$ cat src/design/mtem_pkg.sv
// Shared types, widths and constants for the multi-tap echo mixer.
// No dependencies; the datapath, controller, top level and checker import this package.
`default_nettype none

package mtem_pkg;

  // default sizes, handed to the top level parameters
  localparam int HISTORY_DEPTH_DEF = 32768;
  localparam int MAX_TAPS_DEF      = 16;

  // field widths
  localparam int SAMPLE_W   = 24;
  localparam int SPACING_W  = 16;
  localparam int COUNT_W    = 5;
  localparam int CFG_ADDR_W = 4;
  localparam int CFG_DATA_W = 32;

  // wet saturation bounds
  localparam int WET_MAX = 32'sh007f_ffff;
  localparam int WET_MIN = -32'sh0080_0000;

  // register indexes, taken from paddr[3:2]
  localparam logic [1:0] REG_SPACING = 2'd0;
  localparam logic [1:0] REG_COUNT   = 2'd1;
  localparam logic [1:0] REG_ALT     = 2'd2;
  localparam logic [1:0] REG_LINEAR  = 2'd3;

  typedef struct packed {
    logic [SPACING_W-1:0] tap_spacing;
    logic [COUNT_W-1:0]   tap_count;
    logic                 alternate_sign;
    logic                 linear_divisor;
  } cfg_t;

  // controller to datapath
  typedef struct packed {
    logic load;       // capture the accepted word, clear the sum
    logic rd;         // issue the history read for the current tap
    logic acc_shift;  // add the power-of-two term
    logic div_start;  // start the serial divider on the current tap
    logic acc_div;    // add the divider quotient
    logic step;       // advance to the next tap
    logic finish;     // load the result, store the dry word
  } cmd_t;

  // datapath to controller
  typedef struct packed {
    logic zero_taps;
    logic last_tap;
    logic lin_mode;
    logic div_done;
  } sts_t;

endpackage

`default_nettype wire

$ cat src/design/mtem_ctrl.sv
// Controller of the echo mixer: sequences the taps and holds the result handshake.
// Depends on mtem_pkg.
`default_nettype none

module mtem_ctrl import mtem_pkg::*; (
  input  wire logic clk,
  input  wire logic rst_n,
  input  wire logic in_valid,
  output logic      in_stall,
  output logic      out_valid,
  input  wire logic out_stall,
  input  wire sts_t sts_i,
  output cmd_t      cmd_o
);

  localparam logic [2:0] S_IDLE = 3'd0;
  localparam logic [2:0] S_ADDR = 3'd1;
  localparam logic [2:0] S_DATA = 3'd2;
  localparam logic [2:0] S_DIV  = 3'd3;
  localparam logic [2:0] S_FIN  = 3'd4;

  logic [2:0] state_r, state_nxt;
  logic       out_valid_r, out_valid_nxt;
  logic       slot_free;

  assign slot_free = !out_valid_r || !out_stall;
  assign in_stall  = (state_r != S_IDLE);
  assign out_valid = out_valid_r;

  // sequencer
  always_comb begin
    state_nxt = state_r;
    cmd_o     = '0;
    unique case (state_r)
      S_IDLE: begin
        if (in_valid) begin
          cmd_o.load = 1'b1;
          state_nxt  = sts_i.zero_taps ? S_FIN : S_ADDR;
        end
      end
      S_ADDR: begin
        cmd_o.rd  = 1'b1;
        state_nxt = S_DATA;
      end
      S_DATA: begin
        if (sts_i.lin_mode) begin
          cmd_o.div_start = 1'b1;
          state_nxt       = S_DIV;
        end else begin
          cmd_o.acc_shift = 1'b1;
          if (sts_i.last_tap) begin
            state_nxt = S_FIN;
          end else begin
            cmd_o.step = 1'b1;
            state_nxt  = S_ADDR;
          end
        end
      end
      S_DIV: begin
        if (sts_i.div_done) begin
          cmd_o.acc_div = 1'b1;
          if (sts_i.last_tap) begin
            state_nxt = S_FIN;
          end else begin
            cmd_o.step = 1'b1;
            state_nxt  = S_ADDR;
          end
        end
      end
      S_FIN: begin
        if (slot_free) begin
          cmd_o.finish = 1'b1;
          state_nxt    = S_IDLE;
        end
      end
      default: begin
        state_nxt = S_IDLE;
      end
    endcase
  end

  // output word valid
  always_comb begin
    out_valid_nxt = out_valid_r;
    if (cmd_o.finish) begin
      out_valid_nxt = 1'b1;
    end else if (!out_stall) begin
      out_valid_nxt = 1'b0;
    end
  end

  always_ff @(posedge clk) begin
    if (!rst_n) begin
      state_r     <= S_IDLE;
      out_valid_r <= 1'b0;
    end else begin
      state_r     <= state_nxt;
      out_valid_r <= out_valid_nxt;
    end
  end

endmodule

`default_nettype wire

$ cat config.mk
export PLATFORM = sky130hd
export DESIGN_NAME = mtem_ctrl
export DESIGN_NICKNAME = d
export VERILOG_FILES = /design/src/design/mtem_pkg.sv /design/src/design/mtem_ctrl.sv
export SDC_FILE = /design/constraint.sdc
export NUM_CORES = 1
export LEC_CHECK = 0
export ABC_AREA = 1
export BUFFER_PORTS_ARGS = -buffer_cell sky130_fd_sc_hd__buf_2
export CAP_MARGIN = 10
export CELL_PAD_IN_SITES_DETAIL_PLACEMENT = 1
export CELL_PAD_IN_SITES_GLOBAL_PLACEMENT = 2
export CORE_MARGIN = 2
export CORE_UTILIZATION = 18
export CTS_CLUSTER_DIAMETER = 100
export CTS_CLUSTER_SIZE = 16
export DETAILED_ROUTE_END_ITERATION = 12
export GPL_ROUTABILITY_DRIVEN = 0
export PLACE_DENSITY = 0.83
export SYNTH_ARGS = -nofsm -noshare
export SYNTH_HDL_FRONTEND = slang
export SYNTH_SLANG_ARGS = --single-unit
$ cat constraint.sdc
create_clock -name clk -period 1.3 [get_ports clk]
set_input_delay 0.13 -clock clk [delete_from_list [all_inputs] [get_ports clk]]
set_output_delay 0.13 -clock clk [all_outputs]
set_load 0.005 [all_outputs]
### Word-level counts from Yosys, hierarchy flattened

Index checks and enable logic that the tools add are counted.

* eq/ne operators: 8
* muxes and demuxes: 22
* reduce and logical (&&, ||, !) cells: 6

Operators by type and width (number)
* $mux W3: 6
* $pmux W3 S5: 1
* $mux W1: 12
* $eq A3 B2 Y1 const B: 2
* $ne A2 B2 Y1 const B: 3
* $mux W2: 2
* $eq A3 B1 Y1 const B: 1
* $eq A3 B3 Y1 const B: 1
* $logic_not A3 Y1: 1
* $reduce_and A3 Y1: 1
* $reduce_bool A3 Y1: 1
* $logic_not A1 Y1: 2
* $ne A2 B1 Y1 const B: 1
* $pmux W1 S2: 1
* $logic_or A1 B1 Y1: 1

* bits in registers: 4
* output and inout bits: 9
* word-level logic and storage cells: 38

### Longest topological paths before layout

* depth in word-level cells: 5
* mapped depth: 8

### Worst setup path before layout

OpenSTA, ideal clock, no wires.

* kind: register to output
* from: register state_r[0]
* to: output cmd_o[1] in the netlist's numbering
* arrival: 894 ps
* data required time: 1170 ps
* path slack: 276 ps
* cell stages (with the launch flop): 5
* path through: dfxtp_1 > nand2_1 > nor3_1 > nor2_1 > nor2_1

RTL lines
* start, declared: RTL line mtem_ctrl.sv:22 `logic [2:0] state_r, state_nxt;`
* start signal, assigned: RTL line mtem_ctrl.sv:97 `state_r <= state_nxt;`
* end, declared: RTL line mtem_ctrl.sv:13 `output cmd_t cmd_o`

==> impl_results.md <==
* CTS tree: yes
* Largest net degree at the start of global routing at 8
* Tot Pwr at 432 uW
* DP Wirelength at about 670 um
* Period utilization at 94.5%
* Clock Skew at about 2 ps
* Mapped Area at just under 300 sq um
* Clock tree buffer depth at 2
* Simple-gate share of the synthesized area at between 40 and 50%
* Synth Instances at a little over 50
* Main combinational cell family by area after synthesis: simple AND/OR/NAND/NOR gates
* Die Wd at approximately 45 um
* Endpoints failing hold at 0
* CP Max Fanout at 4
* Fin nets at 79
* Unrepaired setup endpoints after global routing: true
* WHS Endpoint: state_r[1]
* Worst Hold Launch: rst_n
* XOR/XNOR Fraction of Synth Area at 0%
* ANT cells at 0
* Max-Cap Viols at 0
* Worst vdd ir at ~0.46 mV
* Achievable frequency at between 800 and 900 MHz
* Setup Buffers After CTS at 0
* Status: completed
* Final slew viol count at 0
* Gr usage total at under 10%
* Setup violators final at 0
* Mux cell area share after synthesis at 0%
* Final WS setup at just over 70 ps
* Startpoint Class: flop
* Die Ht at 44.7 um
* R2r setup slk at ~230 ps
* Initial core utilization at 19.5%
* Reg-to-reg endpoint: state_r[2]
* Synth Area in Compound Gates at roughly 7.6%
* Clock sinks at 4
* CTS buffer count at 3
* Routed len/inst at around 9.2 um
* Drt drc at 0
* Initial antenna violation count at 0
* Drt first-iter violations at 2
* Post-Syn Nets at just under 60
* Worst Tran Pin Value at 239 ps
* IO buf count at 16
* Hold_buf cts at 0
* WP data arrival at 1100 ps
* DR pass1 iterations at 4
* Post-placement setup slack at approximately 190 ps
* Final hold slack at 97.0 ps
* Vias in the first global route at approximately 340
* Max_slew headroom at 84.0%
* Worst hold path class: in2reg
* Area growth from synthesis to layout at 47.9%
* Placed cells at around 80
* PwrDens at between 900 and 1000 nW/um^2
* Final Critical Period at 1230 ps
* Worst R2R Start: state_r[1]
* Layout cells sized above 1 at a little under half
* GRT overflow at 0
* CTS clk-pin slew, worst paths at approximately 30 ps
* Leading cell type in the layout, fill and taps excluded: buf_2
* Std cell rows at 14
* Sequential element share of the synthesized area at 26.9%
* Post-synthesis area per instance at 5.84 sq um
* Num ports at 17
* Yosys warning count at 0
* Root Buffer: clkbuf_4
* Hold Crit Depth at 3
* Finished Layout Cells at 85
* Final ANT Viol Nets at 0
* Reg2Reg Depth at 6
* Most frequent cells in the layout: buf_2 (16), nand2_1 (12), inv_1 (8), nor2_1 (6)
* Setup crit end kind: primary output
* Worst Path Required at 1170 ps
* Post-Route WL at between 700 and 800 um
* Routed via count at 357
* CORE AREA at 1520 sq um
* Filler Cells Inserted at approximately 210
* First-pass GRT wire length at approximately 1.3 mm
* WS Path Type: reg2out
* Leakage at roughly 0.00026 uW
* Synth unique cells at 13
* Htree depth at 1
* Vias per cell at around 4.2
* Yosys reg bits at 4
* Skew-Pair Late Insertion Delay at roughly 230 ps
* Adder-Cell Fraction of Synth Area at 0%
* Die ar. at around 2000 sq um
==> state kept, by name (all words and copies together), names as in the netlist <==
name,cells
out_valid,1
state_r,3
==> what timing repair did <==
| action | 4_1_cts | 5_1_grt |
|---|---|---|
| endpoints found under the setup margin | 1 | 3 |
| pin swaps | 1 | 1 |
| gates resized for setup | 2 | 6 |
| cloned | 0 | 0 |
==> cell families (layout without fill, tap and decap cells) <==
group	after synthesis	after routing
compound gates	4	4
buf+inv	13	31
flops	4	4
simple gates	30	30
==> Yosys cell counts (all sizes together) <==
library cell	n	area share [%]
nand2	12	15
dfxtp	4	27
nor4	1	4.2
o211ai	1	2.5
nor2	10	16
a21oi	3	5.0
nor3	2	3.4
inv	12	15
nand3	4	6.7
buf	1	2.5
nand3b	1	2.5
==> critical path: stages (launching register included) <==
cell and delay [ps]:
dfxtp_4 360, inv_2 50, nor4_4 210, nor2_1 60, nor2_1 80, buf_2 110
==> how the worst max path moves through the flow <==
| stage | startpoint | endpoint | depth (start not counted) |
|---|---|---|---|
| finish | state_r[1] | cmd_o[1] | 5 |
| CTS | state_r[1] | cmd_o[1] | 5 |
| global route | state_r[1] | cmd_o[0] | 4 |
| floorplan | state_r[0] | cmd_o[1] | 4 |
| global placement | state_r[0] | cmd_o[1] | 5 |
| detailed placement | state_r[2] | state_r[2] | 6 |
==> area by class of cell <==
cell class / instances / area (sq um) / share of cell area, %
Tap cell: 16 / 20.0 / 4.55
Timing Repair Buffer: 16 / 80.1 / 18.2
Inverter: 12 / 45.0 / 10.2
Multi-Input combinational cell: 34 / 184 / 41.8
Clock buffer: 3 / 22.5 / 5.11
Sequential cell: 4 / 88.8 / 20.2
==> metrics by stage <==
step                util [%]  instance area, sq um  TNS, ps
floorplan                  -                   298        0
global route            28.9                   440    -23.7
global placement        25.6                   390        0
detailed placement      25.6                   390        0
finish                  28.9                   440        0
CTS                     27.3                   415        0
==> where the power goes <==
group	switching (uW)	internal (uW)	leakage, uW
Clock	44.3	103	0.0000138
Sequential	20.5	137	0.0000345
Combinational	72.5	55.6	0.000209
Total	137	295	0.000257
==> per-layer routing <==
metal | up-vias | global-route usage, % | wire length (um)
met1 | 158 | 10.2 | 347
met3 | 0 | 2.45 | 25
li1 | 193 | - | -
met4 | 0 | 7.27 | 0
met5 | - | 0 | 0
met2 | 6 | 15.1 | 413
Power figures use the tool's default switching activity.
